## config.mk

```make
export PLATFORM = sky130hd
export DESIGN_NAME = rpc_back
export DESIGN_NICKNAME = d
export VERILOG_FILES = /design/src/rtl/rpc_pkg.sv /design/src/rtl/rpc_back.sv
export SDC_FILE = /design/constraint.sdc
export NUM_CORES = 1
export LEC_CHECK = 0
export BUFFER_PORTS_ARGS = -buffer_cell sky130_fd_sc_hd__buf_2
export CAP_MARGIN = 20
export CORE_AREA = 2 2 111 113
export CTS_CLUSTER_SIZE = 20
export DETAILED_ROUTE_END_ITERATION = 7
export DIE_AREA = 0 0 113 115
export GPL_TIMING_DRIVEN = 0
export PLACE_DENSITY = 0.83
export SETUP_SLACK_MARGIN = 0.02
export SYNTH_ARGS = -nofsm -noshare
export SYNTH_HDL_FRONTEND = slang
export SYNTH_SLANG_ARGS = --single-unit
```

## constraint.sdc

```tcl
create_clock -name clk -period 0.8 [get_ports clk]
set_clock_uncertainty 0.05 [all_clocks]
set_input_delay 0.04 -clock clk [delete_from_list [all_inputs] [get_ports clk]]
set_output_delay 0.04 -clock clk [all_outputs]
set_load 0.05 [all_outputs]
```

## src/rtl/rpc_pkg.sv

```systemverilog
package rpc_pkg;

    localparam int CORDIC_STAGES_DEF = 16;
    localparam int TABLE_LEN = 24;
    localparam int SQRT_STEPS = 16;

    // Coordinate datapath carries 16 extra fraction bits, angles are radians * 2^30.
    localparam int CW = 36;
    localparam int ZW = 35;
    localparam int SW = 32;
    localparam int KPW = 45;
    localparam int ANG_LSB = 17;

    localparam logic signed [ZW-1:0] PI30 = 35'sd3373259426;
    localparam logic signed [ZW-1:0] TWO_PI30 = 35'sd6746518852;
    localparam logic signed [ZW-1:0] HALF_PI30 = 35'sd1686629713;
    localparam logic signed [ZW-1:0] ANG_ROUND = 35'sd65536;
    localparam logic [29:0] INV_GAIN30 = 30'd652032874;

    localparam logic [31:0] ATAN_LUT [TABLE_LEN] = '{
        32'h3243F6A8, 32'h1DAC6705, 32'h0FADBAFC, 32'h07F56EA6, 32'h03FEAB76, 32'h01FFD55B,
        32'h00FFFAAA, 32'h007FFF55, 32'h003FFFEA, 32'h001FFFFD, 32'h000FFFFF, 32'h0007FFFF,
        32'h0003FFFF, 32'h0001FFFF, 32'h0000FFFF, 32'h00007FFF, 32'h00003FFF, 32'h00001FFF,
        32'h00000FFF, 32'h000007FF, 32'h000003FF, 32'h000001FF, 32'h000000FF, 32'h0000007F
    };

    typedef struct packed {
        logic                 polar;
        logic                 zero;
        logic signed [15:0]   a;
        logic signed [15:0]   b;
        logic signed [15:0]   pang;
        logic signed [CW-1:0] x;
        logic signed [CW-1:0] y;
        logic signed [ZW-1:0] z;
        logic [SW-1:0]        rem;
        logic [SW-1:0]        root;
    } cell_data_t;

    // Rotation iterations run in the first stages, root bits in the first SQRT_STEPS.
    function automatic int rot_count(input int stages);
        return (stages > TABLE_LEN) ? TABLE_LEN : stages;
    endfunction

    function automatic int cell_count(input int stages);
        return (rot_count(stages) > SQRT_STEPS) ? rot_count(stages) : SQRT_STEPS;
    endfunction

endpackage

```

## src/rtl/rpc_back.sv

```systemverilog
module rpc_back (
    input  logic                clk,
    input  logic                rst_n,
    input  logic                in_valid,
    input  rpc_pkg::cell_data_t in_data,
    output logic                done,
    output logic signed [15:0]  x_coord,
    output logic signed [15:0]  y_coord,
    output logic [15:0]         magnitude,
    output logic signed [15:0]  angle
);

    localparam int CW = rpc_pkg::CW;
    localparam int ZW = rpc_pkg::ZW;
    localparam int ALSB = rpc_pkg::ANG_LSB;
    localparam logic signed [CW-1:0] COORD_ROUND = 36'sd32768;

    function automatic logic signed [15:0] sat16(input logic signed [CW-1:0] v);
        logic signed [CW-1:0] s;
        begin
            s = (v + COORD_ROUND) >>> 16;
            if (s > 36'sd32767)
            begin
                sat16 = 16'sh7FFF;
            end
            else if (s < -36'sd32768)
            begin
                sat16 = 16'sh8000;
            end
            else
            begin
                sat16 = s[15:0];
            end
        end
    endfunction

    logic                done_reg;
    logic signed [15:0]  x_reg;
    logic signed [15:0]  y_reg;
    logic [15:0]         mag_reg;
    logic signed [15:0]  ang_reg;

    logic signed [15:0]  x_next;
    logic signed [15:0]  y_next;
    logic [15:0]         mag_next;
    logic signed [15:0]  ang_next;
    logic signed [ZW-1:0] za;
    logic [15:0]         root_rnd;

    assign za = $signed(in_data.z) + rpc_pkg::ANG_ROUND;
    // The root rounds up when the remainder passes the truncated root.
    assign root_rnd = in_data.root[15:0] + 16'(in_data.rem > in_data.root);

    always_comb
    begin
        if (in_data.polar)
        begin
            x_next   = sat16(in_data.x);
            y_next   = sat16(in_data.y);
            mag_next = in_data.a[15] ? 16'd0 : in_data.a;
            ang_next = in_data.pang;
        end
        else
        begin
            x_next   = in_data.a;
            y_next   = in_data.b;
            mag_next = root_rnd;
            ang_next = in_data.zero ? 16'sd0 : za[ALSB+15:ALSB];
        end
    end

    always_ff @(posedge clk or negedge rst_n)
    begin
        if (!rst_n)
        begin
            done_reg <= 1'b0;
        end
        else
        begin
            done_reg <= in_valid;
        end
    end

    always_ff @(posedge clk)
    begin
        x_reg   <= x_next;
        y_reg   <= y_next;
        mag_reg <= mag_next;
        ang_reg <= ang_next;
    end

    assign done      = done_reg;
    assign x_coord   = x_reg;
    assign y_coord   = y_reg;
    assign magnitude = mag_reg;
    assign angle     = ang_reg;

endmodule

```

### Word-level counts from Yosys, hierarchy flattened

Index checks and enable logic that the tools add are counted.

* bits in registers: 65
* input port bits: 224
* output and inout bits: 65

* add/sub/neg operators: 4
* order comparisons: 5
* mux-type cells: 10

Operators by type and width (number)
* $mux W16: 9
* $add A36 B17 Y36 const B: 2
* $gt A20 B16 Y1 const B: 2
* $lt A20 B16 Y1 const B: 2
* $add A33 B18 Y33 const B: 1
* $gt A32 B32 Y1: 1
* $add A16 B1 Y16: 1
* $mux W15: 1

### Depth between registers and ports, before layout

* depth in word-level cells: 5
* mapped depth: 15

### Worst setup path after synthesis

Ideal clock, no wire load.

* kind: input port to flip-flop
* start point: in in_data[31] (netlist name)
* end point: reg mag_reg[14], in the netlist magnitude[14]
* arrival: 2.285 ns
* required time: 0.616 ns
* setup slack: -1.668 ns
* stages on the path: 15
* path buffers: 0
* path through: inv_1 -> ha_1 -> nand3_1 -> nor3_1 -> inv_1 -> nor4_1 -> nor2b_1 -> a22o_1 -> ha_1 -> ha_1 -> nand2_1 -> nor2_1 -> nand4_1 -> xnor2_1 -> o22ai_1

* word-level cells in the longest chain between the ends: 3

Ends and longest elaborated chain
* start, declared: RTL line rpc_back.sv:5 `input rpc_pkg::cell_data_t in_data,`
* $gt A32 B32 Y1: RTL line rpc_back.sv:52 `assign root_rnd = in_data.root[15:0] + 16'(in_data.rem > in_data.root);`
* $add A16 B1 Y16: RTL line rpc_back.sv:52
* $mux W16: RTL line rpc_back.sv:56 `if (in_data.polar)`
* net mag_next[14]: RTL line rpc_back.sv:45 `logic [15:0] mag_next;`
* end signal, assigned: RTL line rpc_back.sv:88 `mag_reg <= mag_next;`
* end, declared: RTL line rpc_back.sv:40 `logic [15:0] mag_reg;`

The timed path passes the listed nets, and every way through them passes these cells.

### Worst setup path after layout

* start point: in in_data[49] (netlist name)
* end point: reg mag_reg[4], in the netlist magnitude[4]

The elaborated chain is that of the path after synthesis.

==> results.py <==
metrics = {
    "pwr": {
        "powerDensity_nw_per_um2": 1377,
        "netSwitchingFraction_pct": 35.74,
        "ir_drop_mv": 1.190,
        "power_leakage_uw": 0.003999,
        "combinationalPowerShare_pct": 39.7,
        "p_switching_uw": 4637,
        "sequentialPowerShare_pct": 29.3,
        "clkPwrFrac_pct": 31.0,
        "intPower_uw": 8337,
    },
    "sta": {
        "fin_crit_sh_pct": 288.2,
        "hold_ws_ns": -0.01140,
        "worst_pin_slew_ns": 0.7981,
        "setup_violations": 129,
        "hold_viol": 2,
        "relSlewSlack_pct": 46.79,
        "min_period_ns": 2.305,
        "slew_viol_final": 0,
        "finalWorstSetupSlack_ns": -1.505,
        "fmax_ghz": 0.4338,
        "rsz0062_at_grt": "true",
    },
    "drt": {
        "drt-total-wl_mm": 24.84,
        "firstDrtPassIters": 7,
        "drc_errors": 17,
        "ant_nets": 0,
        "met3_length_mm": 2.106,
        "avgViaCountPerCell": 6.079,
        "routedWlPerCell_um": 22.56,
        "drtIter0Drc": 892,
        "met2WireLength_mm": 12.71,
        "num_vias": 6693,
        "route.layer.met1.wl_mm": 8.285,
        "highest_layer": "met4",
    },
    "global_routing": {
        "grt_max_degree": 12,
        "grt_use_total_pct": 32.76,
        "grt_pass1_wl_mm": 33.82,
        "antenna_found_initial": 0,
        "grt_pass1_vias": 6613,
        "grt_overflow": 0,
    },
    "clocking": {
        "cts-root-buf": "clkbuf_16",
        "clock_sinks": 65,
        "clock_path_buffers": 2,
        "cts.reportedPaths.clkPinSlew_ns": 0.05,
        "cts_buffers": 9,
        "htree_levels": 3,
        "cts_tree": "built",
    },
    "place": {
        "numPlacedInstances": 992,
        "gp_congestion": 0.9226,
        "dp_hpwl_mm": 12.44,
        "dpl_cell_area_um2": 6429,
        "io_buffers": 239,
    },
    "cells_and_area": {
        "fin_cells": 1101,
        "fillers": 644,
        "post-route-cell-area_um2": 9422,
        "final_util_pct": 79.77,
        "fin_nets": 1210,
        "multiInputGateArea_um2": 4318,
        "seq_area_um2": 1386,
        "diodes": 0,
        "drive_gt1_share_pct": 55.77,
        "area_delta_synth_final_pct": 102.1,
    },
    "critical_path": {
        "start_kind": "input port",
        "critPathLaunch": "in_data[49]",
        "path_cells": "buf_2 -> ha_1 -> a21o_1 -> a21oi_1 -> nor2_1 -> a211oi_1 -> o221ai_1 -> a22o_1 -> ha_4 -> ha_4 -> buf_4 -> buf_6 -> nand3_2 -> xnor2_1 -> o22ai_1",
        "slowest_delay_ns": 0.31,
        "crit_fanout": 2,
        "critPathCaptureType": "flop",
        "cp.arrival_ns": 2.42,
        "slowest_stage": "ha_1",
        "critPathMostFrequentCell": "ha_4",
        "worstPathRequired_ns": 0.91,
        "crit_type": "input port to flop",
    },
    "floorplanning": {
        "die_height_um": 115,
        "die_w_um": 113,
        "ios": 289,
        "design.core.area_um2": 11810,
        "start_util_pct": 39.47,
        "rows": 40,
        "die_area_um2": 13000,
    },
    "yosys": {
        "ys_async_sr_fraction_pct": 1.538,
        "ys_types": 53,
        "mappedNetlistNets": 867,
        "synth-edff-count": 0,
        "ys.warnings.count": 0,
        "ys_seq_area_share_pct": 28.02,
        "synth_seq_cells": 65,
        "synthCells": 606,
        "synth.avg_cell_area_um2": 7.693,
        "ys.flop_type": "dfxtp_1",
        "syn-cell-area_um2": 4662,
    },
    "outcome": {
        "status": "finished, violations left",
        "violations": "DRC, hold timing, setup timing",
    },
    "hold_path": {
        "worstHoldStart": "in_data[93]",
        "min_path_type": "input port to flop",
    },
    "job": {
        "maxCapViolCount": 0,
    },
}
## worst paths after layout
path | endpoint | slack [ns] | cells after the start
worst min-delay path | angle[12] | -0.01 | 3
min in group asynchronous | done | 0.51 | 3
max in group asynchronous | done | 0.09 | 3
worst max-delay path | magnitude[4] | -1.51 | 15
## cell usage after synthesis (all sizes together), types with 5 or more instances
cell | n | share of area (%)
buf | 8 | 0.86
nand4 | 16 | 2.3
o22ai | 17 | 2.3
nor3 | 19 | 2.0
nand2 | 61 | 4.9
o21ai | 29 | 3.2
a21o | 9 | 1.4
nor4 | 18 | 2.4
clkbuf | 17 | 1.4
xnor2 | 39 | 7.3
dfxtp | 64 | 27
or3 | 18 | 2.5
nor2 | 57 | 4.6
o21a | 16 | 2.6
a21oi | 10 | 1.1
a211oi | 12 | 1.9
inv | 42 | 3.4
and3 | 11 | 1.5
ha | 37 | 9.9
xor2 | 17 | 3.2
a31oi | 17 | 2.3
nand3 | 37 | 4.2
and4 | 5 | 0.94
## routing by layer
| layer | vias up | global-route usage, % |
|---|---|---|
| met2 | 525 | 59.48 |
| met4 | 0 | 17.80 |
| met3 | 175 | 6.537 |
| li1 | 2870 | - |
| met5 | - | 0 |
| met1 | 3123 | 35.99 |
## per-stage QoR
| step | worst slack (ns) | total power (uW) | setup TNS, ns |
|---|---|---|---|
| detailed placement | -1.870 | 7107 | -85.25 |
| CTS | -1.316 | 12260 | -61.66 |
| global route | -1.599 | 13370 | -77.08 |
| global placement | -1.888 | 7068 | -84.15 |
| finish | -1.505 | 12970 | -73.14 |
| floorplan | -1.312 | 5887 | -55.15 |
## layout by cell type (no fill, tap or decap), drive strengths merged, types with 19 or more instances in the layout
cell | netlist | routed
o21ai | 29 | 29
dlygate4sd3 | 0 | 49
nand2 | 61 | 61
nor2 | 57 | 57
inv | 42 | 42
nand3 | 37 | 37
dfxtp | 64 | 64
buf | 8 | 294
nor3 | 19 | 19
xnor2 | 39 | 39
ha | 37 | 37
clkbuf | 17 | 25
## repair_timing
item,in CTS,in global routing
hold buffers,49,0
endpoints found under the setup margin,129,129
hold endpoints to repair,52,0
resized for setup,368,121
setup buffers,26,14
gates cloned,3,1
pin swaps,62,53
## cell type report
class | count | share of cell area, %
Buffer | 25 | 1.939
Sequential cell | 65 | 14.71
Clock inverter | 5 | 0.5843
Timing Repair Buffer | 332 | 30.46
Tap cell | 147 | 1.952
Inverter | 42 | 1.939
Clock buffer | 11 | 2.576
Multi-Input combinational cell | 474 | 45.83
## critical path, delay by kind of cell
kind | cells | cell delay (ns)
and+or+nand+nor | 2 | 0.12
adders and majority gates | 3 | 0.66
buffers and inverters | 3 | 0.35
AOI/OAI and AO/OA | 6 | 1.10
xor gates and xnor gates | 1 | 0.13
## kinds of logic (layout without fill, tap and decap cells)
kind of cell	after synthesis	after routing	share of synthesized area (%)
simple gates	252	252	27.05
compound gates	129	129	18.87
buf+inv	67	415	5.609
flops	65	65	28.02
xor+xnor	56	56	10.52
fa+ha+maj	37	37	9.930
## power by group through the flow
stage	clock network [uW]	registers, uW	logic [uW]
5_1_grt	4190	3810	5370
6_report	4020	3800	5150
4_1_cts	3990	3750	4520
3_5_place_dp	0	3670	3440
2_1_floorplan	0	4690	1200
3_3_place_gp	0	3670	3400
Power figures use the tool's default switching activity.
