==> config.mk <==
export PLATFORM = sky130hd
export DESIGN_NAME = rpc_front
export DESIGN_NICKNAME = d
export VERILOG_FILES = /design/src/rtl/rpc_pkg.sv /design/src/rtl/rpc_front.sv
export SDC_FILE = /design/constraint.sdc
export NUM_CORES = 2
export LEC_CHECK = 0
export ABC_AREA = 0
export BUFFER_PORTS_ARGS = -buffer_cell sky130_fd_sc_hd__buf_2
export CORE_AREA = 2 2 360 362
export DETAILED_ROUTE_END_ITERATION = 6
export DIE_AREA = 0 0 362 364
export PLACE_DENSITY_LB_ADDON = 0.3
export SYNTH_ARGS = -nofsm -noshare
export SYNTH_HDL_FRONTEND = slang
export SYNTH_SLANG_ARGS = --single-unit
==> constraint.sdc <==
create_clock -name clk -period 4.9 [get_ports clk]
set_clock_uncertainty 0.2 [all_clocks]
set_input_delay 0.735 -clock clk [delete_from_list [all_inputs] [get_ports clk]]
set_output_delay 0.735 -clock clk [all_outputs]
set_load 0.02 [all_outputs]
==> src/rtl/rpc_pkg.sv <==
package rpc_pkg;

    localparam int CORDIC_STAGES_DEF = 16;
    localparam int TABLE_LEN = 24;
    localparam int SQRT_STEPS = 16;

    // Coordinate datapath carries 16 extra fraction bits, angles are radians * 2^30.
    localparam int CW = 36;
    localparam int ZW = 35;
    localparam int SW = 32;
    localparam int KPW = 45;
    localparam int ANG_LSB = 17;

    localparam logic signed [ZW-1:0] PI30 = 35'sd3373259426;
    localparam logic signed [ZW-1:0] TWO_PI30 = 35'sd6746518852;
    localparam logic signed [ZW-1:0] HALF_PI30 = 35'sd1686629713;
    localparam logic signed [ZW-1:0] ANG_ROUND = 35'sd65536;
    localparam logic [29:0] INV_GAIN30 = 30'd652032874;

    localparam logic [31:0] ATAN_LUT [TABLE_LEN] = '{
        32'h3243F6A8, 32'h1DAC6705, 32'h0FADBAFC, 32'h07F56EA6, 32'h03FEAB76, 32'h01FFD55B,
        32'h00FFFAAA, 32'h007FFF55, 32'h003FFFEA, 32'h001FFFFD, 32'h000FFFFF, 32'h0007FFFF,
        32'h0003FFFF, 32'h0001FFFF, 32'h0000FFFF, 32'h00007FFF, 32'h00003FFF, 32'h00001FFF,
        32'h00000FFF, 32'h000007FF, 32'h000003FF, 32'h000001FF, 32'h000000FF, 32'h0000007F
    };

    typedef struct packed {
        logic                 polar;
        logic                 zero;
        logic signed [15:0]   a;
        logic signed [15:0]   b;
        logic signed [15:0]   pang;
        logic signed [CW-1:0] x;
        logic signed [CW-1:0] y;
        logic signed [ZW-1:0] z;
        logic [SW-1:0]        rem;
        logic [SW-1:0]        root;
    } cell_data_t;

    // Rotation iterations run in the first stages, root bits in the first SQRT_STEPS.
    function automatic int rot_count(input int stages);
        return (stages > TABLE_LEN) ? TABLE_LEN : stages;
    endfunction

    function automatic int cell_count(input int stages);
        return (rot_count(stages) > SQRT_STEPS) ? rot_count(stages) : SQRT_STEPS;
    endfunction

endpackage

==> src/rtl/rpc_front.sv <==
module rpc_front (
    input  logic                clk,
    input  logic                rst_n,
    input  logic                in_valid,
    input  logic                operation,
    input  logic signed [15:0]  first_operand,
    input  logic signed [15:0]  second_operand,
    output logic                out_valid,
    output rpc_pkg::cell_data_t out_data
);

    localparam int CW = rpc_pkg::CW;
    localparam int ZW = rpc_pkg::ZW;
    localparam int SW = rpc_pkg::SW;
    localparam int KPW = rpc_pkg::KPW;
    localparam int ALSB = rpc_pkg::ANG_LSB;

    // First stage: squares, gain-compensated magnitude and angle reduction.
    logic                p1_valid_reg;
    logic                p1_polar_reg;
    logic                p1_zero_reg;
    logic signed [15:0]  p1_a_reg;
    logic signed [15:0]  p1_b_reg;
    logic [SW-1:0]       p1_sqa_reg;
    logic [SW-1:0]       p1_sqb_reg;
    logic [KPW-1:0]      p1_kprod_reg;
    logic signed [ZW-1:0] p1_z_reg;

    logic signed [SW-1:0] sqa_full;
    logic signed [SW-1:0] sqb_full;
    logic [14:0]          mag_in;
    logic [KPW-1:0]       kprod_next;
    logic signed [ZW-1:0] z0;
    logic signed [ZW-1:0] z_next;

    assign sqa_full = first_operand * first_operand;
    assign sqb_full = second_operand * second_operand;
    assign mag_in = first_operand[15] ? 15'd0 : first_operand[14:0];
    assign kprod_next = KPW'(mag_in) * KPW'(rpc_pkg::INV_GAIN30);
    assign z0 = ZW'(second_operand) <<< 17;

    always_comb
    begin
        if (z0 > rpc_pkg::PI30)
        begin
            z_next = z0 - rpc_pkg::TWO_PI30;
        end
        else if (z0 < -rpc_pkg::PI30)
        begin
            z_next = z0 + rpc_pkg::TWO_PI30;
        end
        else
        begin
            z_next = z0;
        end
    end

    always_ff @(posedge clk or negedge rst_n)
    begin
        if (!rst_n)
        begin
            p1_valid_reg <= 1'b0;
        end
        else
        begin
            p1_valid_reg <= in_valid;
        end
    end

    always_ff @(posedge clk)
    begin
        p1_polar_reg <= operation;
        p1_zero_reg  <= (first_operand == 16'sd0) && (second_operand == 16'sd0);
        p1_a_reg     <= first_operand;
        p1_b_reg     <= second_operand;
        p1_sqa_reg   <= sqa_full;
        p1_sqb_reg   <= sqb_full;
        p1_kprod_reg <= kprod_next;
        p1_z_reg     <= z_next;
    end

    // Second stage: quadrant fold into the CORDIC convergence range, sum of squares and rounded polar angle.
    logic                p2_valid_reg;
    rpc_pkg::cell_data_t p2_data_reg;
    rpc_pkg::cell_data_t p2_next;

    logic signed [CW-1:0] k;
    logic signed [CW-1:0] ax;
    logic signed [CW-1:0] bx;
    logic signed [ZW-1:0] zr;

    assign k  = CW'(p1_kprod_reg[KPW-1:14]);
    assign ax = CW'(p1_a_reg) <<< 16;
    assign bx = CW'(p1_b_reg) <<< 16;
    assign zr = p1_z_reg + rpc_pkg::ANG_ROUND;

    always_comb
    begin
        p2_next.polar = p1_polar_reg;
        p2_next.zero  = p1_zero_reg;
        p2_next.a     = p1_a_reg;
        p2_next.b     = p1_b_reg;
        p2_next.pang  = zr[ALSB+15:ALSB];
        p2_next.rem   = p1_sqa_reg + p1_sqb_reg;
        p2_next.root  = '0;
        if (p1_polar_reg)
        begin
            p2_next.x = k;
            p2_next.y = '0;
            p2_next.z = p1_z_reg;
            if (p1_z_reg > rpc_pkg::HALF_PI30)
            begin
                p2_next.x = '0;
                p2_next.y = k;
                p2_next.z = p1_z_reg - rpc_pkg::HALF_PI30;
            end
            else if (p1_z_reg < -rpc_pkg::HALF_PI30)
            begin
                p2_next.x = '0;
                p2_next.y = -k;
                p2_next.z = p1_z_reg + rpc_pkg::HALF_PI30;
            end
        end
        else
        begin
            p2_next.x = ax;
            p2_next.y = bx;
            p2_next.z = '0;
            // Vectors in the left half plane are turned by a quarter turn first.
            if (p1_a_reg[15])
            begin
                if (!p1_b_reg[15])
                begin
                    p2_next.x = bx;
                    p2_next.y = -ax;
                    p2_next.z = rpc_pkg::HALF_PI30;
                end
                else
                begin
                    p2_next.x = -bx;
                    p2_next.y = ax;
                    p2_next.z = -rpc_pkg::HALF_PI30;
                end
            end
        end
    end

    always_ff @(posedge clk or negedge rst_n)
    begin
        if (!rst_n)
        begin
            p2_valid_reg <= 1'b0;
        end
        else
        begin
            p2_valid_reg <= p1_valid_reg;
        end
    end

    always_ff @(posedge clk)
    begin
        p2_data_reg <= p2_next;
    end

    assign out_valid = p2_valid_reg;
    assign out_data  = p2_data_reg;

endmodule

# Word-level counts from Yosys, hierarchy flattened
# Cells that the tools add are included.
[word_totals]
word_cells = 46
latchBits = 0
ramBits = 0
mem_bits_ro = 0
output_inout_bits = 222
n_memories = 0
register_bits = 368
[op_classes]
magnitude_cmp = 4
n_mux = 8
addsub = 9
div = 0
shift = 0
bitwise_logic = 0
n_eq_ne = 0
reduce_logical = 3
n_mul = 3
[op_table]
columns = ["operator", "n"]
rows = [
  ["107-bit two-way mux", 4],
  ["102-bit two-way mux", 1],
  ["32-bit negator with 36-bit output", 2],
  ["35-bit two-way mux", 2],
  ["16-bit by 16-bit multiplier with 32-bit output", 2],
  ["15-bit by 29-bit multiplier with 44-bit output (second input constant)", 1],
  ["31-bit negator with 36-bit output", 1],
  ["33-bit by 34-bit adder with 35-bit output (second input constant)", 1],
  ["35-bit by 32-bit adder with 35-bit output (second input constant)", 1],
  ["35-bit by 32-bit > comparator with 1-bit output (second input constant)", 1],
  ["35-bit by 32-bit < comparator with 1-bit output (second input constant)", 1],
  ["33-bit by 34-bit subtractor with 35-bit output (second input constant)", 1],
  ["35-bit by 32-bit subtractor with 35-bit output (second input constant)", 1],
  ["33-bit by 18-bit adder with 33-bit output (second input constant)", 1],
  ["33-bit > comparator (second input constant)", 1],
  ["33-bit < comparator (second input constant)", 1],
  ["32-bit adder", 1],
  ["16-bit zero test", 2],
  ["15-bit two-way mux", 1],
  ["1-bit logical AND", 1],
]

# Depth between registers and ports, before layout
[depth]
ltp_word = 4
ltp_mapped = 28
ltp_nobuf = 27

# Worst setup path before layout
# OpenSTA, ideal clock, no wires.
[synth_timing]
path_kind = "in2reg"
start = "in first_operand[15]"
end = "reg p1_sqa_reg[31]"
required_ns = 4.628
slack_ns = -2.238
arrival_time_ns = 6.866
stages = 23
n_path_buf = 3
setup_time_ns = 0.072
path_cell_list = "clkbuf_1 -> clkbuf_1 -> buf_1 -> nand2_1 -> fa_1 -> inv_1 -> fa_1 -> fa_1 -> fa_1 -> fa_1 -> inv_1 -> fa_1 -> inv_1 -> ha_1 -> a21o_1 -> a21o_1 -> a21oi_1 -> nor2_1 -> a21oi_1 -> o211ai_1 -> a21o_1 -> a21oi_1 -> xnor2_1"
[synth_between]
elab_chain_cells = 1
[synth_rtl]
columns = ["item", "line", "source"]
rows = [
  ["start, declared", "rpc_front.sv:6", "input logic signed [15:0] first_operand,"],
  ["16-bit by 16-bit multiplier with 32-bit output", "rpc_front.sv:36", "assign sqa_full = first_operand * first_operand;"],
  ["via sqa_full[31]", "rpc_front.sv:29", "logic signed [SW-1:0] sqa_full;"],
  ["end signal, assigned", "rpc_front.sv:76", "p1_sqa_reg <= sqa_full;"],
  ["end, declared", "rpc_front.sv:24", "logic [SW-1:0] p1_sqa_reg;"],
]
# The timed path passes the listed nets, and every way through them passes these cells.

# Worst setup path after layout
[layout_timing]
start = "in first_operand[15]"
end = "reg p1_kprod_reg[41]"
[layout_between]
elab_chain_cells = 2
[layout_rtl]
columns = ["item", "line", "source"]
rows = [
  ["15-bit two-way mux", "rpc_front.sv:38", "assign mag_in = first_operand[15] ? 15'd0 : first_operand[14:0];"],
  ["15-bit by 29-bit multiplier with 44-bit output", "rpc_front.sv:39", "assign kprod_next = KPW'(mag_in) * KPW'(rpc_pkg::INV_GAIN30);"],
  ["via kprod_next[41]", "rpc_front.sv:32", "logic [KPW-1:0] kprod_next;"],
  ["end signal, assigned", "rpc_front.sv:78", "p1_kprod_reg <= kprod_next;"],
  ["end, declared", "rpc_front.sv:26", "logic [KPW-1:0] p1_kprod_reg;"],
]
# The timed path passes the listed nets, and every way through them passes these cells.

==> results by group <==
Placed design
  – Dpl hpwl: 99900 um
  – DP Cell Count: 6538
  – Port Buffer Count: 225
  – Gpl congestion: 0.946

Logic synthesis
  – Synth Area in Simple Gates: 10.7%
  – Synth cell types: 86
  – Synth Area in Compound Gates: 9.29%
  – Syn avg cell area: 9.21 sq um
  – Ys Warns: 0
  – Multiplexer area fraction after synthesis: 0.292%
  – Post-Syn Area: 38100 sq um
  – Largest family of logic cells by synthesized area: adder cells
  – Post-synthesis sequential area ratio: 17.5%
  – Asr flop ratio synth: 0.601%
  – Cells after Synth: 4133
  – Top_reg_cell synth: dfxtp_1
  – Post-Synth Adder-Cell Area: 45.0%
  – Number of synthesized flops with an enable pin: 0
  – Post-synthesis xor/xnor area fraction: 5.59%
  – #FFs+latches synth: 333

Drt
  – Final antenna-violating net count: 0
  – DR DRC count: 0
  – Via/cell ratio: 4.49
  – Initial DRC count: 1576
  – Routed wire length per instance: 17.7 um
  – Vias post-DR: 30200
  – DRT Wirelength: 119000 um
  – DR pass1 iterations: 5

Worst setup path
  – Critical path launch point type: input port
  – Arr. time, crit path: 6.37 ns
  – Max FO, Critical Path: 5
  – CP Launch Point: first_operand[15]
  – CP Capture Type: flop
  – RR Startpoint: p1_z_reg[14]$_DFF_P_
  – Data required, critical path: 5.23 ns
  – WS Path Type: input port to flop

Floorplanning
  – CORE AREA: 128000 sq um
  – Die height: 364 um
  – Die Wd: 362 um
  – Initial Util: 29.7%
  – Full die area: 132000 sq um
  – IO Count: 258
  – Site Rows: 132

CTS
  – H-tree levels: 2
  – Clk sinks: 333
  – Clock transition at path regs: 0.06 ns
  – CTS tree: built
  – Clk Latency, worst-skew pair: 0.62 ns
  – Num CTS Buffers: 40
  – Clk root buf: clkbuf_16
  – Clk buf depth: 3

Outcome
  – Outcome: complete, but fails checks
  – Failing checks: negative setup slack

Finish
  – Commonest non-fill, non-tap cell in the layout: inv_1
  – Most frequent cells in the layout: inv_1 (829), buf_4 (637), fa_1 (581), dfxtp_1 (329), ha_1 (303)
  – Layout Cells excl Fill: 6738
  – # nets final: 6065
  – Synthesis-to-layout area growth: 35.7%
  – Max reg flops: 185
  – Layout cells sized above 1: 31.8%
  – # fillers: 12600

Timing
  – Tcrit/Tclk final: 123%
  – Slew Viols, Final: 0
  – RSZ-0062 raised after global routing: true
  – Final setup slack of the worst path: -1.15 ns
  – WHS: 0.0752 ns
  – Worst Tran Pin Value: 0.772 ns
  – Fin crit period: 6.05 ns
  – Max Freq: 165 MHz
  – Headroom to the max-slew limit: 48.4%
  – Setup-failing EPs final: 74
  – Final Hold Viols: 0

GRT
  – GRT busiest layer: met2
  – GR Util met2: 31.8%
  – First-pass GRT wire length: 189000 um
  – Grt met1 use: 23.9%
  – Largest net degree at the start of global routing: 61
  – Antenna violations before repair: 1
  – GR Layer Usage met3: 2.43%
  – Remaining Overflow, GRT: 0
  – All-layer global routing usage: 18.5%
  – Vias in the first global route: 32500

Flow run
  – Maxcap violations: 0

Hold path
  – Worst hold path class: input port to flop
  – Worst Hold Launch: first_operand[15]
-- cell families (layout without fill, tap and decap cells) --
logic type | Yosys count | after routing
AO/OA/AOI/OAI | 556 | 556
XOR/XNOR | 243 | 243
adder cells (fa/ha/maj) | 999 | 999
buffers and inverters | 1139 | 2033
flip-flops | 333 | 333
multiplexers | 11 | 11
other | 1 | 37
AND/OR/NAND/NOR | 851 | 851
-- worst max-delay path, stage by stage --
cell and delay [ns]:
buf_12 0.12, bufbuf_16 0.27, nor2b_4 0.21, buf_4 0.16, buf_6 0.09, ha_1 0.26, ha_1 0.18, or2_2 0.32
fa_1 0.41, fa_1 0.47, fa_1 0.58, inv_1 0.06, fa_1 0.49, inv_2 0.05, ha_4 0.23, and4_1 0.20
nor2b_4 0.13, a221oi_2 0.20, o21a_2 0.22, a2bb2oi_4 0.26, a21oi_4 0.12, buf_6 0.14, o21a_1 0.21, nor2_1 0.13
xnor2_1 0.13
-- final timing paths --
| check | endpoint | slack, ns | cells after the start |
|---|---|---|---|
| worst max-delay path | p1_kprod_reg[41]$_DFF_P_ | -1.15 | 25 |
| worst max register to register | out_data[84]$_DFF_P_ | 1.37 | 10 |
| worst min register to register | out_data[219]$_DFF_P_ | 0.13 | 0 |
| worst min-delay path | p1_a_reg[15]$_DFF_P_ | 0.08 | 1 |
| max in group asynchronous | p1_valid_reg$_DFF_PN0_ | 4.16 | 2 |
| min in group asynchronous | out_valid$_DFF_PN0_ | 0.25 | 2 |
-- stage by stage --
step | cell area, sq um | setup slack, ns | setup TNS [ns] | utilization [%]
after global placement | 47000 | -2.09 | -116.53 | 36.6
after detailed placement | 47000 | -2.10 | -117.67 | 36.6
after floorplan | 40200 | -1.57 | -70.81 | -
final | 51700 | -1.15 | -56.00 | 40.3
after global routing | 51700 | -1.28 | -67.42 | 40.3
after CTS | 51000 | -1.08 | -52.16 | 39.7
-- synth_stat cells (all sizes together), types with 16 or more instances --
cell / count / area share, %
a31oi: 22 / 0.36
xor2: 90 / 2.1
inv: 972 / 9.6
o21ai: 155 / 2.0
o21bai: 25 / 0.49
nand3: 52 / 0.70
o21a: 19 / 0.37
a21oi: 128 / 1.7
and3: 21 / 0.34
nor2b: 24 / 0.39
clkbuf: 99 / 0.98
nor2: 223 / 2.2
and2: 83 / 1.4
buf: 62 / 1.0
dfxtp: 331 / 17
ha: 380 / 12
fa: 618 / 32
xnor2: 153 / 3.5
nand2: 295 / 2.9
a21boi: 16 / 0.32
nand2b: 23 / 0.38
nor3: 44 / 0.65
a21o: 52 / 1.0
o22ai: 28 / 0.46
-- area by class of cell --
class / instances / area [sq um] / area share (%)
Sequential cell: 333 / 6680 / 12.9
Multi-Input combinational cell: 2696 / 29800 / 57.7
Clock inverter: 22 / 280 / 0.542
Inverter: 978 / 3780 / 7.32
Antenna cell: 1 / 2.50 / 0.00484
Timing Repair inverter: 1 / 11.3 / 0.0218
Timing Repair Buffer: 981 / 7950 / 15.4
Tap cell: 1675 / 2100 / 4.06
Clock buffer: 51 / 1080 / 2.09
-- timing repair --
item                                    CTS  global route
pin swaps                               299           183
gates resized for setup                 461           127
cloned                                    5             0
endpoints found under the setup margin   75            77
setup buffers                           103            36
hold buffers                              3             0
endpoints found under the hold margin     4             0
-- routing by layer --
| layer | vias up | routed length [um] |
|---|---|---|
| met1 | 14900 | 52200 |
| li1 | 14500 | - |
| met4 | 0 | 4040 |
| met5 | - | 0 |
| met3 | 159 | 5020 |
| met2 | 664 | 58000 |
Power is not shown: default switching activity piles up to over one toggle a cycle in this logic, so the estimate is an artifact.
