--- src/rtl/rpc_pkg.sv ---
package rpc_pkg;

    localparam int CORDIC_STAGES_DEF = 16;
    localparam int TABLE_LEN = 24;
    localparam int SQRT_STEPS = 16;

    // Coordinate datapath carries 16 extra fraction bits, angles are radians * 2^30.
    localparam int CW = 36;
    localparam int ZW = 35;
    localparam int SW = 32;
    localparam int KPW = 45;
    localparam int ANG_LSB = 17;

    localparam logic signed [ZW-1:0] PI30 = 35'sd3373259426;
    localparam logic signed [ZW-1:0] TWO_PI30 = 35'sd6746518852;
    localparam logic signed [ZW-1:0] HALF_PI30 = 35'sd1686629713;
    localparam logic signed [ZW-1:0] ANG_ROUND = 35'sd65536;
    localparam logic [29:0] INV_GAIN30 = 30'd652032874;

    localparam logic [31:0] ATAN_LUT [TABLE_LEN] = '{
        32'h3243F6A8, 32'h1DAC6705, 32'h0FADBAFC, 32'h07F56EA6, 32'h03FEAB76, 32'h01FFD55B,
        32'h00FFFAAA, 32'h007FFF55, 32'h003FFFEA, 32'h001FFFFD, 32'h000FFFFF, 32'h0007FFFF,
        32'h0003FFFF, 32'h0001FFFF, 32'h0000FFFF, 32'h00007FFF, 32'h00003FFF, 32'h00001FFF,
        32'h00000FFF, 32'h000007FF, 32'h000003FF, 32'h000001FF, 32'h000000FF, 32'h0000007F
    };

    typedef struct packed {
        logic                 polar;
        logic                 zero;
        logic signed [15:0]   a;
        logic signed [15:0]   b;
        logic signed [15:0]   pang;
        logic signed [CW-1:0] x;
        logic signed [CW-1:0] y;
        logic signed [ZW-1:0] z;
        logic [SW-1:0]        rem;
        logic [SW-1:0]        root;
    } cell_data_t;

    // Rotation iterations run in the first stages, root bits in the first SQRT_STEPS.
    function automatic int rot_count(input int stages);
        return (stages > TABLE_LEN) ? TABLE_LEN : stages;
    endfunction

    function automatic int cell_count(input int stages);
        return (rot_count(stages) > SQRT_STEPS) ? rot_count(stages) : SQRT_STEPS;
    endfunction

endpackage

--- src/rtl/rpc_cell.sv ---
module rpc_cell #(
    parameter int ITER   = 0,
    parameter int STAGES = rpc_pkg::CORDIC_STAGES_DEF
) (
    input  logic                clk,
    input  logic                rst_n,
    input  logic                in_valid,
    input  rpc_pkg::cell_data_t in_data,
    output logic                out_valid,
    output rpc_pkg::cell_data_t out_data
);

    localparam int CW = rpc_pkg::CW;
    localparam int ZW = rpc_pkg::ZW;
    localparam int SW = rpc_pkg::SW;
    localparam bit DO_ROT = ITER < rpc_pkg::rot_count(STAGES);
    localparam bit DO_SQRT = ITER < rpc_pkg::SQRT_STEPS;
    localparam logic signed [ZW-1:0] ATAN_Z = ZW'(rpc_pkg::ATAN_LUT[DO_ROT ? ITER : 0]);
    localparam int SQ_SH = DO_SQRT ? 2 * (rpc_pkg::SQRT_STEPS - 1 - ITER) : 0;
    localparam logic [SW-1:0] SQ_BIT = SW'(1) << SQ_SH;

    logic                valid_reg;
    rpc_pkg::cell_data_t data_reg;
    rpc_pkg::cell_data_t data_next;

    logic signed [CW-1:0] dx;
    logic signed [CW-1:0] dy;
    logic                 ccw;
    logic [SW:0]          trial;

    always_comb
    begin
        data_next = in_data;
        dx = $signed(in_data.y) >>> ITER;
        dy = $signed(in_data.x) >>> ITER;
        // Rotation drives the residual angle to zero, vectoring drives y to zero.
        ccw = in_data.polar ? !in_data.z[ZW-1] : (in_data.y[CW-1] || (in_data.y == '0));
        trial = {1'b0, in_data.root} + {1'b0, SQ_BIT};
        if (DO_ROT)
        begin
            if (ccw)
            begin
                data_next.x = $signed(in_data.x) - dx;
                data_next.y = $signed(in_data.y) + dy;
                data_next.z = $signed(in_data.z) - ATAN_Z;
            end
            else
            begin
                data_next.x = $signed(in_data.x) + dx;
                data_next.y = $signed(in_data.y) - dy;
                data_next.z = $signed(in_data.z) + ATAN_Z;
            end
        end
        if (DO_SQRT)
        begin
            if ({1'b0, in_data.rem} >= trial)
            begin
                data_next.rem  = in_data.rem - trial[SW-1:0];
                data_next.root = (in_data.root >> 1) + SQ_BIT;
            end
            else
            begin
                data_next.root = in_data.root >> 1;
            end
        end
    end

    always_ff @(posedge clk or negedge rst_n)
    begin
        if (!rst_n)
        begin
            valid_reg <= 1'b0;
        end
        else
        begin
            valid_reg <= in_valid;
        end
    end

    always_ff @(posedge clk)
    begin
        data_reg <= data_next;
    end

    assign out_valid = valid_reg;
    assign out_data  = data_reg;

endmodule

--- config.mk ---
export PLATFORM = sky130hd
export DESIGN_NAME = rpc_cell
export DESIGN_NICKNAME = d
export VERILOG_FILES = /design/src/rtl/rpc_pkg.sv /design/src/rtl/rpc_cell.sv
export SDC_FILE = /design/constraint.sdc
export NUM_CORES = 1
export LEC_CHECK = 0
export BUFFER_PORTS_ARGS = -buffer_cell sky130_fd_sc_hd__buf_2
export CAP_MARGIN = 20
export CORE_ASPECT_RATIO = 0.6
export CORE_UTILIZATION = 48
export DETAILED_ROUTE_END_ITERATION = 8
export MAX_ROUTING_LAYER = met4
export PLACE_DENSITY = 0.79
export SKIP_CTS_REPAIR_TIMING = 1
export SKIP_LAST_GASP = 1
export SLEW_MARGIN = 20
export SYNTH_ARGS = -nofsm -noshare
export SYNTH_HDL_FRONTEND = slang
export SYNTH_SLANG_ARGS = --single-unit
export TNS_END_PERCENT = 1
--- constraint.sdc ---
create_clock -name clk -period 0.8 [get_ports clk]
set_input_delay 0.04 -clock clk [delete_from_list [all_inputs] [get_ports clk]]
set_output_delay 0.04 -clock clk [all_outputs]
set_load 0.05 [all_outputs]
=== After elaboration in Yosys (flattened, before gate mapping) ===
Index checks and enable logic that the tools add are counted.

* Register bits after elaboration: 222
* Input port bits: 224
* Output and inout port bits: 222

* $add $sub $neg: 8
* Order comparisons: 1
* Multiplexer cells: 4
* Reduce and logical (&&, ||, !) cells: 3

{| class="wikitable"
|+ Operators with widths
! kind !! count
|-
| $mux W107 || 1
|-
| $sub A36 B36 Y36 || 2
|-
| $add A36 B36 Y36 || 1
|-
| $logic_not A36 Y1 || 1
|-
| $add A35 B31 Y35 const B || 1
|-
| $sub A35 B31 Y35 const B || 1
|-
| $add A32 B31 Y33 const B || 1
|-
| $ge A32 B33 Y1 || 1
|-
| $add A31 B31 Y32 const B || 1
|-
| $mux W32 || 1
|-
| $sub A32 B32 Y32 || 1
|-
| $mux W31 || 1
|-
| $logic_not A1 Y1 || 1
|-
| $logic_or A1 B1 Y1 || 1
|-
| $mux W1 || 1
|}

=== Depth between registers and ports, before layout ===
Gate-level depths: netlist (run 1).

* Depth in word-level cells: 4
* Gate-level depth with buffers: 18
* Depth with buffers taken out: 16

=== Worst setup path after synthesis (run 1) ===
No wires, ideal clock.

* Kind: input port to flip-flop
* Start: input port in_data[102] (netlist bit)
* End: register data_reg (netlist bit out_data[92])
* Setup time: 0.125 ns
* Arrival: 3.788 ns
* Slack: -3.113 ns
* Stages on the path: 18
* Buffers on the path: 3
* Cells stage by stage: nor4_1 > nand4_1 > nor2_1 > a41o_1 > o21a_1 > clkbuf_1 > clkbuf_1 > ha_1 > clkbuf_1 > a21o_1 > a31o_2 > o22ai_1 > a31oi_1 > a31oi_1 > o21bai_1 > a31o_2 > a21oi_1 > xnor2_1

{| class="wikitable"
|+ RTL lines
! element !! line !! RTL
|-
| start, declared || rpc_cell.sv:8 || <nowiki>input rpc_pkg::cell_data_t in_data,</nowiki>
|-
| end signal, assigned || rpc_cell.sv:82 || <nowiki>data_reg <= data_next;</nowiki>
|-
| end, declared || rpc_cell.sv:23 || <nowiki>rpc_pkg::cell_data_t data_reg;</nowiki>
|}

==> summary.md, run 1 <==
| Metric | Value |
|---|---|
| Initial antenna violation count | `6` |
| Post-route clock period utilization | `3.97` |
| Final layout net count | `3246` |
| CP arrival | `3590 ps` |
| Post-detailed-route via-to-cell ratio | `5.73` |
| Routed wire per std cell | `21.6 um` |
| TritonCTS clock tree | `yes` |
| Antenna Violating Nets Remaining | `0` |
| Synthesis-to-layout area growth | `63.7%` |
| Endpoint type of the worst setup path | `register` |
| Worst hold margin | `-209 ps` |
| Predominant post-synthesis flop cell | `sky130_fd_sc_hd__dfxtp_1` |
| Most used standard cells in the synthesized netlist | `sky130_fd_sc_hd__dfxtp_1, sky130_fd_sc_hd__a21oi_1, sky130_fd_sc_hd__ha_1` |
| Power after layout | `0.0500 W` |
| Max-capacitance violation count | `0` |
| Maximum VDD drop | `2.52 mV` |
| HP Class | `in2reg` |
| Total vias in the final route | `18740` |
| Synthesized netlist cell count | `1747` |
| Final-report hold violation count | `11` |
| Most frequently used cell type in the post-synthesis netlist | `sky130_fd_sc_hd__dfxtp_1` |
| H-tree Lvls | `1` |
| Detailed Route Iter0 Violations | `2397` |
| Number of buffers inserted during clock tree synthesis | `22` |
| Distinct cell type count of the synthesized netlist | `73` |
| Share of synthesized registers carrying an async set or reset | `0.00452` |
| Violations in the final reports | `negative hold slack, negative setup slack` |
| Via count of the first global-routing pass | `16556` |
| Syn avg cell area | `8.25 um^2` |
| Final setup margin | `-2380 ps` |
| Final WL | `70.6 mm` |
| Synthesized cell area | `14400 um^2` |
| Proportion of synthesized chip area in sequential cells | `0.307` |
| Total routing usage reported by global routing | `0.401` |
| Post-layout minimum cycle time | `3180 ps` |
| Count of flip-flops with a built-in enable after synthesis | `0` |
| Chip height | `136 um` |
| Worst Path Required | `1210 ps` |
| GRT Residual Overflow | `0` |
| Max-slew violation total from the final report | `0` |
| Register clock-pin slew on the reported worst setup and hold paths | `70 ps` |
| DRC violation count after routing | `0` |
| Clock net sink count | `221` |
| LEAKAGE | `12.0 nW` |
| RSZ-0062 raised after global routing | `yes` |
| Crit start category | `input port` |
| Core utilization of the finished layout | `0.810` |
| Max Root-Sink Buffers | `3` |
| YS warnings | `0` |
| Die area | `30700 um^2` |
| Weighted congestion at the end of routability-driven global placement | `1.06` |
| Maximum fanout along the worst path | `3` |
| Tightest slew margin relative to the limit | `0.352` |
| Pwr per Cell Area | `2120 nW/um^2` |
| Overall die width | `226 um` |
| Outcome | `finished, violations left` |
| Fraction of layout instances using a drive strength above 1 | `0.393` |
| Top-area cell type share of the netlist area | `0.306` |
| Maximum number of pins on one net before global-route repair | `75` |
| Minimum setup slack after placement | `-3080 ps` |
| Worst Setup Path Type | `in2reg` |
| Core outline area | `29100 um^2` |
| Port buffer count | `445` |
| Setup violators final | `357` |
| Min-Delay Path Depth | `3` |
| Peak clock frequency supported by timing | `0.315 GHz` |
| Boundary pin count | `446` |
| Cell types occupying the most area after synthesis | `sky130_fd_sc_hd__dfxtp_1, sky130_fd_sc_hd__ha_1, sky130_fd_sc_hd__a21oi_1, sky130_fd_sc_hd__xnor2_1, sky130_fd_sc_hd__o21ai_0` |
| Yosys top cell by area | `sky130_fd_sc_hd__dfxtp_1` |
| Measured slew at the worst slew-check pin | `971 ps` |
| Synthesized netlist net count | `2144` |
| Cell row count | `48` |
| Drt pass-1 iters | `7` |
| Clock Tree Root | `sky130_fd_sc_hd__clkbuf_16` |
| Starting density of the core | `0.495` |
| Number of synthesized register bits | `221` |
| Global-route wire length before repair | `92.2 mm` |
| Detailed placement HPWL | `50.8 mm` |
==> layout make-up <==
cell class	count	area, um^2
Fill cell	1845	5530
Clock buffer	27	611
Sequential cell	221	4430
Inverter	147	557
Multi-Input combinational cell	1313	9490
Antenna cell	5	12.5
Tap cell	400	500
Clock inverter	13	170
Timing Repair Buffer	1144	7830
==> layer usage <==
layer | part of all wire | track usage
met5 | 0 | -
met2 | 0.42 | 0.570
met4 | 0.049 | 0.0899
met3 | 0.12 | 0.112
met1 | 0.41 | 0.558
==> metrics by stage <==
stage               cell area, um^2  cells  TNS (ps)
floorplan                     14700   1747   -196740
global placement              21400   3097   -299690
detailed placement            21400   3097   -306720
CTS                           22200   3137   -315910
global route                  23600   3269   -335990
finish                        23600   3270   -321840
==> path summary, 6_finish.rpt <==
kind	slack, ps	start	end
max in group asynchronous	360	rst_n	out_valid
min in group asynchronous	340	rst_n	out_valid
worst max-delay path	-2380	in_data[121]	out_data[161]
worst min-delay path	-210	in_data[32]	out_data[32]
==> sequential cells by signal, summed over array words and instances (netlist names) <==
name       cells
out_data     220
out_valid      1
==> power by group <==
part           leakage, nW  internal (W)  switching, W
Sequential            1.87        0.0129      0.000625
Clock                0.361       0.00650       0.00522
Combinational         9.77       0.00876        0.0160
Total                 12.0        0.0282        0.0219
==> worst max-delay path, stage by stage <==
cell and delay (ps):
sky130_fd_sc_hd__buf_2 110, sky130_fd_sc_hd__buf_4 140, sky130_fd_sc_hd__inv_1 80, sky130_fd_sc_hd__ha_1 350, sky130_fd_sc_hd__nor4_1 360, sky130_fd_sc_hd__buf_4 200, sky130_fd_sc_hd__nand2_1 220, sky130_fd_sc_hd__o31ai_1 530
sky130_fd_sc_hd__buf_4 200, sky130_fd_sc_hd__nor4_1 60, sky130_fd_sc_hd__a21oi_1 170, sky130_fd_sc_hd__buf_4 170, sky130_fd_sc_hd__buf_4 120, sky130_fd_sc_hd__a21oi_1 60, sky130_fd_sc_hd__o21ai_0 230, sky130_fd_sc_hd__a21oi_1 130
sky130_fd_sc_hd__xnor2_1 410
==> cells by family (layout without fill, tap and decap cells) <==
family                   after synthesis  count (layout)  share of synthesized area
AO/OA/AOI/OAI                        576             576                      0.251
XOR/XNOR                             126             126                     0.0766
adder cells (fa/ha/maj)              173             173                      0.153
buffers and inverters                213            1331                     0.0573
flip-flops                           221             221                      0.307
multiplexers                          23              23                     0.0161
other                                  0               5                          0
AND/OR/NAND/NOR                      415             415                      0.139
==> cells in the final DEF, fill, tap and decap left out, drive strengths merged, types with 20 or more instances in the layout <==
| master | n |
|---|---|
| nor3 | 40 |
| inv | 150 |
| dlygate4sd3 | 120 |
| ha | 168 |
| clkbuf | 27 |
| dfxtp | 220 |
| a21oi | 192 |
| mux2i | 21 |
| nand4 | 21 |
| a21o | 56 |
| xor2 | 33 |
| a211oi | 20 |
| buf | 1024 |
| nand2 | 101 |
| nor4 | 23 |
| xnor2 | 93 |
| nor2 | 121 |
| o21ai | 139 |
| nor2b | 20 |
| o21bai | 27 |
| nand2b | 22 |
(Power assumes the default switching activity.)
==> run 2: changes to the inputs <==
Settings changed: CORE_UTILIZATION 48 to 49, CTS_BUF_LIST from default to sky130_fd_sc_hd__clkbuf_8, PLACE_DENSITY 0.79 to 0.8.
==> summary.md, run 2 (synthesis gave the netlist of run 1 again) <==
| Metric | Value |
|---|---|
| Crit start category | `input port` |
| GRT Residual Overflow | `0` |
| Flip-flop count of the largest register after layout | `220` |
| Starting density of the core | `0.500` |
| Maximum fanout along the worst path | `4` |
| Final layout net count | `3263` |
| Commonest cells after routing, fill and taps aside | `sky130_fd_sc_hd__buf_4, sky130_fd_sc_hd__buf_2, sky130_fd_sc_hd__dfxtp_1` |
| Chip height | `135 um` |
| Clock Tree Root | `sky130_fd_sc_hd__clkbuf_8` |
| Worst hold margin | `-130 ps` |
| Outcome | `finished, violations left` |
| Post-detailed-route via-to-cell ratio | `5.82` |
| Routed wire per std cell | `21.8 um` |
| LEAKAGE | `12.1 nW` |
| Setup violators final | `357` |
| Overall die width | `223 um` |
| Cell row count | `48` |
| Detailed placement HPWL | `50.0 mm` |
| Clock net sink count | `221` |
| Share of power burned in registers | `0.274` |
| Antenna Violating Nets Remaining | `0` |
| Total routing usage reported by global routing | `0.405` |
| Min-Delay Path Depth | `3` |
| Register clock-pin slew on the reported worst setup and hold paths | `90 ps` |
| Post-route non-filler standard cell count | `3271` |
| H-tree Lvls | `2` |
| CP arrival | `3630 ps` |
| Maximum number of pins on one net before global-route repair | `75` |
| Cell internal power dissipation | `0.0279 W` |
| Endpoint type of the worst setup path | `register` |
| Most common library cell in the layout ignoring fill and taps | `sky130_fd_sc_hd__buf_4` |
| TritonCTS clock tree | `yes` |
| Launch instance of the worst min-delay path | `in_data[0]` |
| Net Sw Power | `0.0219 W` |
| Post-placement cell count | `3075` |
| Detailed Route Iter0 Violations | `2540` |
| Max Root-Sink Buffers | `3` |
| Pwr per Cell Area | `2120 nW/um^2` |
| Global-route wire length before repair | `92.4 mm` |
| Measured slew at the worst slew-check pin | `979 ps` |
| Core outline area | `28800 um^2` |
| Port buffer count | `445` |
| Total vias in the final route | `19032` |
| Final setup margin | `-2420 ps` |
| Worst Path Required | `1210 ps` |
| DRC violation count after routing | `0` |
| Seq. cell area | `4430 um^2` |
| Endpoint, Worst Hold | `out_data[32]` |
| Post-route clock period utilization | `4.03` |
| Final WL | `71.4 mm` |
| Drt pass-1 iters | `6` |
| Die area | `30100 um^2` |
| Minimum setup slack after placement | `-2900 ps` |
| Worst Setup Path Type | `in2reg` |
| Max-capacitance violation count | `0` |
| HP Class | `in2reg` |
| Weighted congestion at the end of routability-driven global placement | `1.02` |
| Final-report hold violation count | `16` |
| Post-layout minimum cycle time | `3220 ps` |
| Via count of the first global-routing pass | `16536` |
| Proportion of power drawn by combinational gates | `0.493` |
| Fillcell total | `1810` |
| Part of the total power dissipated in the clock network | `0.233` |
| Peak clock frequency supported by timing | `0.310 GHz` |
| Initial antenna violation count | `5` |
| Combined area of the multi-input logic cells | `9420 um^2` |
| Tightest slew margin relative to the limit | `0.348` |
| Share of total power consumed by net switching | `0.440` |
| Violations in the final reports | `negative hold slack, negative setup slack` |
| Fraction of layout instances using a drive strength above 1 | `0.392` |
| Max-slew violation total from the final report | `0` |
| Power after layout | `0.0498 W` |
| Maximum VDD drop | `2.52 mV` |
| RSZ-0062 raised after global routing | `yes` |
| Boundary pin count | `446` |
| Synthesis-to-layout area growth | `63.3%` |
| Number of buffers inserted during clock tree synthesis | `37` |
## run 2: cell types whose count changed in the layout (fill, tap and decap cells not counted), moves of 3 or more
cell,previous run,this run
sky130_fd_sc_hd__clkbuf_8,2,47
sky130_fd_sc_hd__clkbuf_16,23,0
sky130_fd_sc_hd__inv_1,146,153
sky130_fd_sc_hd__clkinv_2,0,4
sky130_fd_sc_hd__inv_6,4,0
sky130_fd_sc_hd__clkinvlp_4,6,3
## run 2: worst max-delay path by stage
stage                             from      endpoint  cells after the start
after floorplan           in_data[132]  out_data[92]                     18
after global placement    in_data[129]  out_data[92]                     18
final                      in_data[32]  out_data[47]                     15
after CTS                 in_data[129]  out_data[92]                     18
after detailed placement  in_data[129]  out_data[92]                     19
after global routing       in_data[32]  out_data[47]                     15
## run 2: metal layers
| metal | global-route usage | vias up | share of wire |
|---|---|---|---|
| li1 | - | 8446 | - |
| met1 | 0.574 | 8776 | 0.40 |
| met2 | 0.586 | 1483 | 0.43 |
| met3 | 0.0796 | 327 | 0.13 |
| met4 | 0.0970 | 0 | 0.049 |
| met5 | - | - | 0 |
## run 2: power by group through the flow
stage / Sequential (W) / Clock, W / Combinational [W]
final: 0.0136 / 0.0116 / 0.0246
after global routing: 0.0137 / 0.0120 / 0.0255
after CTS: 0.0135 / 0.0112 / 0.0230
after detailed placement: 0.0137 / 0 / 0.0228
after global placement: 0.0136 / 0 / 0.0225
after floorplan: 0.0204 / 0 / 0.00713
## run 2: area by class of cell
| type | count | area share |
|---|---|---|
| multi-input cells | 1313 | 0.400 |
| repair buffers | 1146 | 0.333 |
| flip-flops and latches | 221 | 0.188 |
| clock buffers | 47 | 0.0275 |
| inverters | 147 | 0.0236 |
| well taps | 375 | 0.0199 |
| clock inverters | 17 | 0.00675 |
| diodes | 5 | 0.000532 |
## run 2: per-stage QoR
step / setup TNS [ps] / cell area, um^2 / util / hold slack, ps
2_1_floorplan: -196740 / 14700 / - / -256
3_3_place_gp: -288290 / 21300 / 0.741 / -185
3_5_place_dp: -297080 / 21300 / 0.741 / -182
4_1_cts: -312720 / 22200 / 0.768 / -775
5_1_grt: -347180 / 23500 / 0.816 / -136
6_report: -329220 / 23500 / 0.816 / -130
## run 2: critical path: stages
cell and delay [ps]:
sky130_fd_sc_hd__buf_2 80, sky130_fd_sc_hd__inv_1 30, sky130_fd_sc_hd__dlygate4sd3_1 570, sky130_fd_sc_hd__ha_1 220, sky130_fd_sc_hd__nand2b_1 170, sky130_fd_sc_hd__a21oi_1 230
sky130_fd_sc_hd__nor3_1 80, sky130_fd_sc_hd__buf_4 150, sky130_fd_sc_hd__buf_4 130, sky130_fd_sc_hd__o31a_1 320, sky130_fd_sc_hd__o21ai_0 560, sky130_fd_sc_hd__a21o_1 220
sky130_fd_sc_hd__a21oi_1 90, sky130_fd_sc_hd__xor2_1 140, sky130_fd_sc_hd__o21ai_0 600
==> run 3: changes to the inputs <==
Settings changed: CORE_UTILIZATION 49 to 45, PLACE_DENSITY 0.8 to 0.74, SETUP_SLACK_MARGIN from default to 0.1.
==> summary.md, run 3 (synthesis gave the netlist of run 1 again) <==
| Metric | Value |
|---|---|
| Crit start category | `input port` |
| Routed wire per std cell | `20.2 um` |
| Cell row count | `50` |
| Detailed Route Iter0 Violations | `1717` |
| Placed cell areas | `21400 um^2` |
| Worst hold margin | `-227 ps` |
| GR met2 Demand/Resource | `0.494` |
| Post-detailed-route via-to-cell ratio | `5.46` |
| Share of power burned in registers | `0.279` |
| HP Class | `in2reg` |
| Post-layout minimum cycle time | `2990 ps` |
| Weighted congestion at the end of routability-driven global placement | `0.994` |
| Maximum fanout along the worst path | `5` |
| Seq. cell area | `4430 um^2` |
| Measured slew at the worst slew-check pin | `955 ps` |
| Proportion of power drawn by combinational gates | `0.500` |
| Clock Tree Root | `sky130_fd_sc_hd__clkbuf_8` |
| Number of buffers inserted during clock tree synthesis | `36` |
| Part of the total power dissipated in the clock network | `0.220` |
| Setup violators final | `357` |
| Endpoint type of the worst setup path | `register` |
| Most common library cell in the layout ignoring fill and taps | `sky130_fd_sc_hd__buf_4` |
| Flip-flop count of the largest register after layout | `220` |
| Final WL | `66.7 mm` |
| Total routing usage reported by global routing | `0.359` |
| Initial antenna violation count | `5` |
| Core outline area | `31300 um^2` |
| Chip height | `141 um` |
| Max Root-Sink Buffers | `3` |
| Cell internal power dissipation | `0.0271 W` |
| Max-capacitance violation count | `0` |
| Peak clock frequency supported by timing | `0.334 GHz` |
| Combined area of the multi-input logic cells | `9480 um^2` |
| Pwr per Cell Area | `2060 nW/um^2` |
| Outcome | `finished, violations left` |
| Fraction of layout instances using a drive strength above 1 | `0.394` |
| CP arrival | `3480 ps` |
| TritonCTS clock tree | `yes` |
| LEAKAGE | `12.0 nW` |
| Detailed placement HPWL | `49.4 mm` |
| Overall die width | `233 um` |
| Final-report hold violation count | `19` |
| Final TNS setup | `-312190 ps` |
| Final cell area excluding filler cells | `23600 um^2` |
| Drt pass-1 iters | `6` |
| Power after layout | `0.0484 W` |
| Clock net sink count | `221` |
| Final setup margin | `-2190 ps` |
| Max-slew violation total from the final report | `0` |
| GR met3 Demand/Resource | `0.0957` |
| Register clock-pin slew on the reported worst setup and hold paths | `70 ps` |
| Total vias in the final route | `18055` |
| Fillcell total | `2303` |
| Post-route clock period utilization | `3.74` |
| Via count of the first global-routing pass | `16029` |
| Maximum VDD drop | `2.14 mV` |
| Starting density of the core | `0.460` |
| Maximum number of pins on one net before global-route repair | `75` |
| RSZ-0062 raised after global routing | `yes` |
| M1 GR Usage | `0.515` |
| DRC violation count after routing | `0` |
| Global-route wire length before repair | `88.5 mm` |
| Net Sw Power | `0.0213 W` |
| Worst Setup Path Type | `in2reg` |
| H-tree Lvls | `2` |
| Antenna Violating Nets Remaining | `0` |
| Share of total power consumed by net switching | `0.440` |
| Port buffer count | `445` |
| Worst Path Required | `1290 ps` |
| Commonest cells after routing, fill and taps aside | `sky130_fd_sc_hd__buf_4, sky130_fd_sc_hd__buf_2, sky130_fd_sc_hd__dfxtp_1` |
| Violations in the final reports | `negative hold slack, negative setup slack` |
| Boundary pin count | `446` |
| Synthesis-to-layout area growth | `63.4%` |
| Die area | `32800 um^2` |
| Final layout net count | `3257` |
| Tightest slew margin relative to the limit | `0.364` |
| GRT Residual Overflow | `0` |
| Global route hottest layer | `met1` |
## run 3: cell types whose count changed in the layout (fill, tap and decap cells not counted), sizes merged
cell,previous run,this run
clkinvlp,3,1
inv,154,158
diode,5,6
buf,1024,1020
bufinv,3,1
dlygate4sd3,122,120
## run 3: path summary, 6_finish.rpt
| check | start | to | depth (start not counted) |
|---|---|---|---|
| setup / recovery | in_data[133] | out_data[95] | 19 |
| hold / removal | in_data[135] | out_data[135] | 3 |
| max in group asynchronous | rst_n | out_valid | 3 |
| min in group asynchronous | rst_n | out_valid | 3 |
## run 3: area by class of cell
class	instances	share of cell area
multi-input cells	1313	0.402
repair buffers	1141	0.332
flip-flops and latches	221	0.188
clock buffers	46	0.0269
inverters	147	0.0235
well taps	416	0.0221
clock inverters	17	0.00441
diodes	6	0.000637
## run 3: worst max-delay path, stage by stage
cell and delay (ps):
sky130_fd_sc_hd__buf_6 90, sky130_fd_sc_hd__nor4_2 250, sky130_fd_sc_hd__buf_4 180, sky130_fd_sc_hd__nand4_1 170, sky130_fd_sc_hd__nor2_1 180, sky130_fd_sc_hd__a41o_2 300, sky130_fd_sc_hd__o21a_4 170, sky130_fd_sc_hd__inv_4 50
sky130_fd_sc_hd__buf_12 140, sky130_fd_sc_hd__ha_4 250, sky130_fd_sc_hd__nor2b_4 120, sky130_fd_sc_hd__o31a_1 350, sky130_fd_sc_hd__o211ai_1 270, sky130_fd_sc_hd__nand2_1 100, sky130_fd_sc_hd__nand4bb_4 240, sky130_fd_sc_hd__a41oi_2 230
sky130_fd_sc_hd__o21ai_2 90, sky130_fd_sc_hd__a21oi_2 140, sky130_fd_sc_hd__xnor2_1 120
## run 3: per-stage QoR
step | hold slack (ps) | util | std cells | setup WS, ps
CTS | -776 | 0.705 | 3173 | -2490
finish | -227 | 0.752 | 3307 | -2190
floorplan | -256 | - | 1747 | -2280
detailed placement | -170 | 0.682 | 3110 | -3050
global route | -236 | 0.751 | 3305 | -2320
global placement | -170 | 0.682 | 3110 | -2890
## run 3: per-layer routing
layer | part of all wire | up-vias
met5 | 0 | -
met4 | 0.035 | 0
met3 | 0.11 | 183
met2 | 0.43 | 1006
met1 | 0.43 | 8429
li1 | - | 8437
## run 3: power by group through the flow
stage / sequential [W] / clock, W / combinational (W)
6_report: 0.0135 / 0.0107 / 0.0242
5_1_grt: 0.0137 / 0.0112 / 0.0254
4_1_cts: 0.0134 / 0.0106 / 0.0229
3_5_place_dp: 0.0137 / 0 / 0.0228
3_3_place_gp: 0.0136 / 0 / 0.0225
2_1_floorplan: 0.0204 / 0 / 0.00713
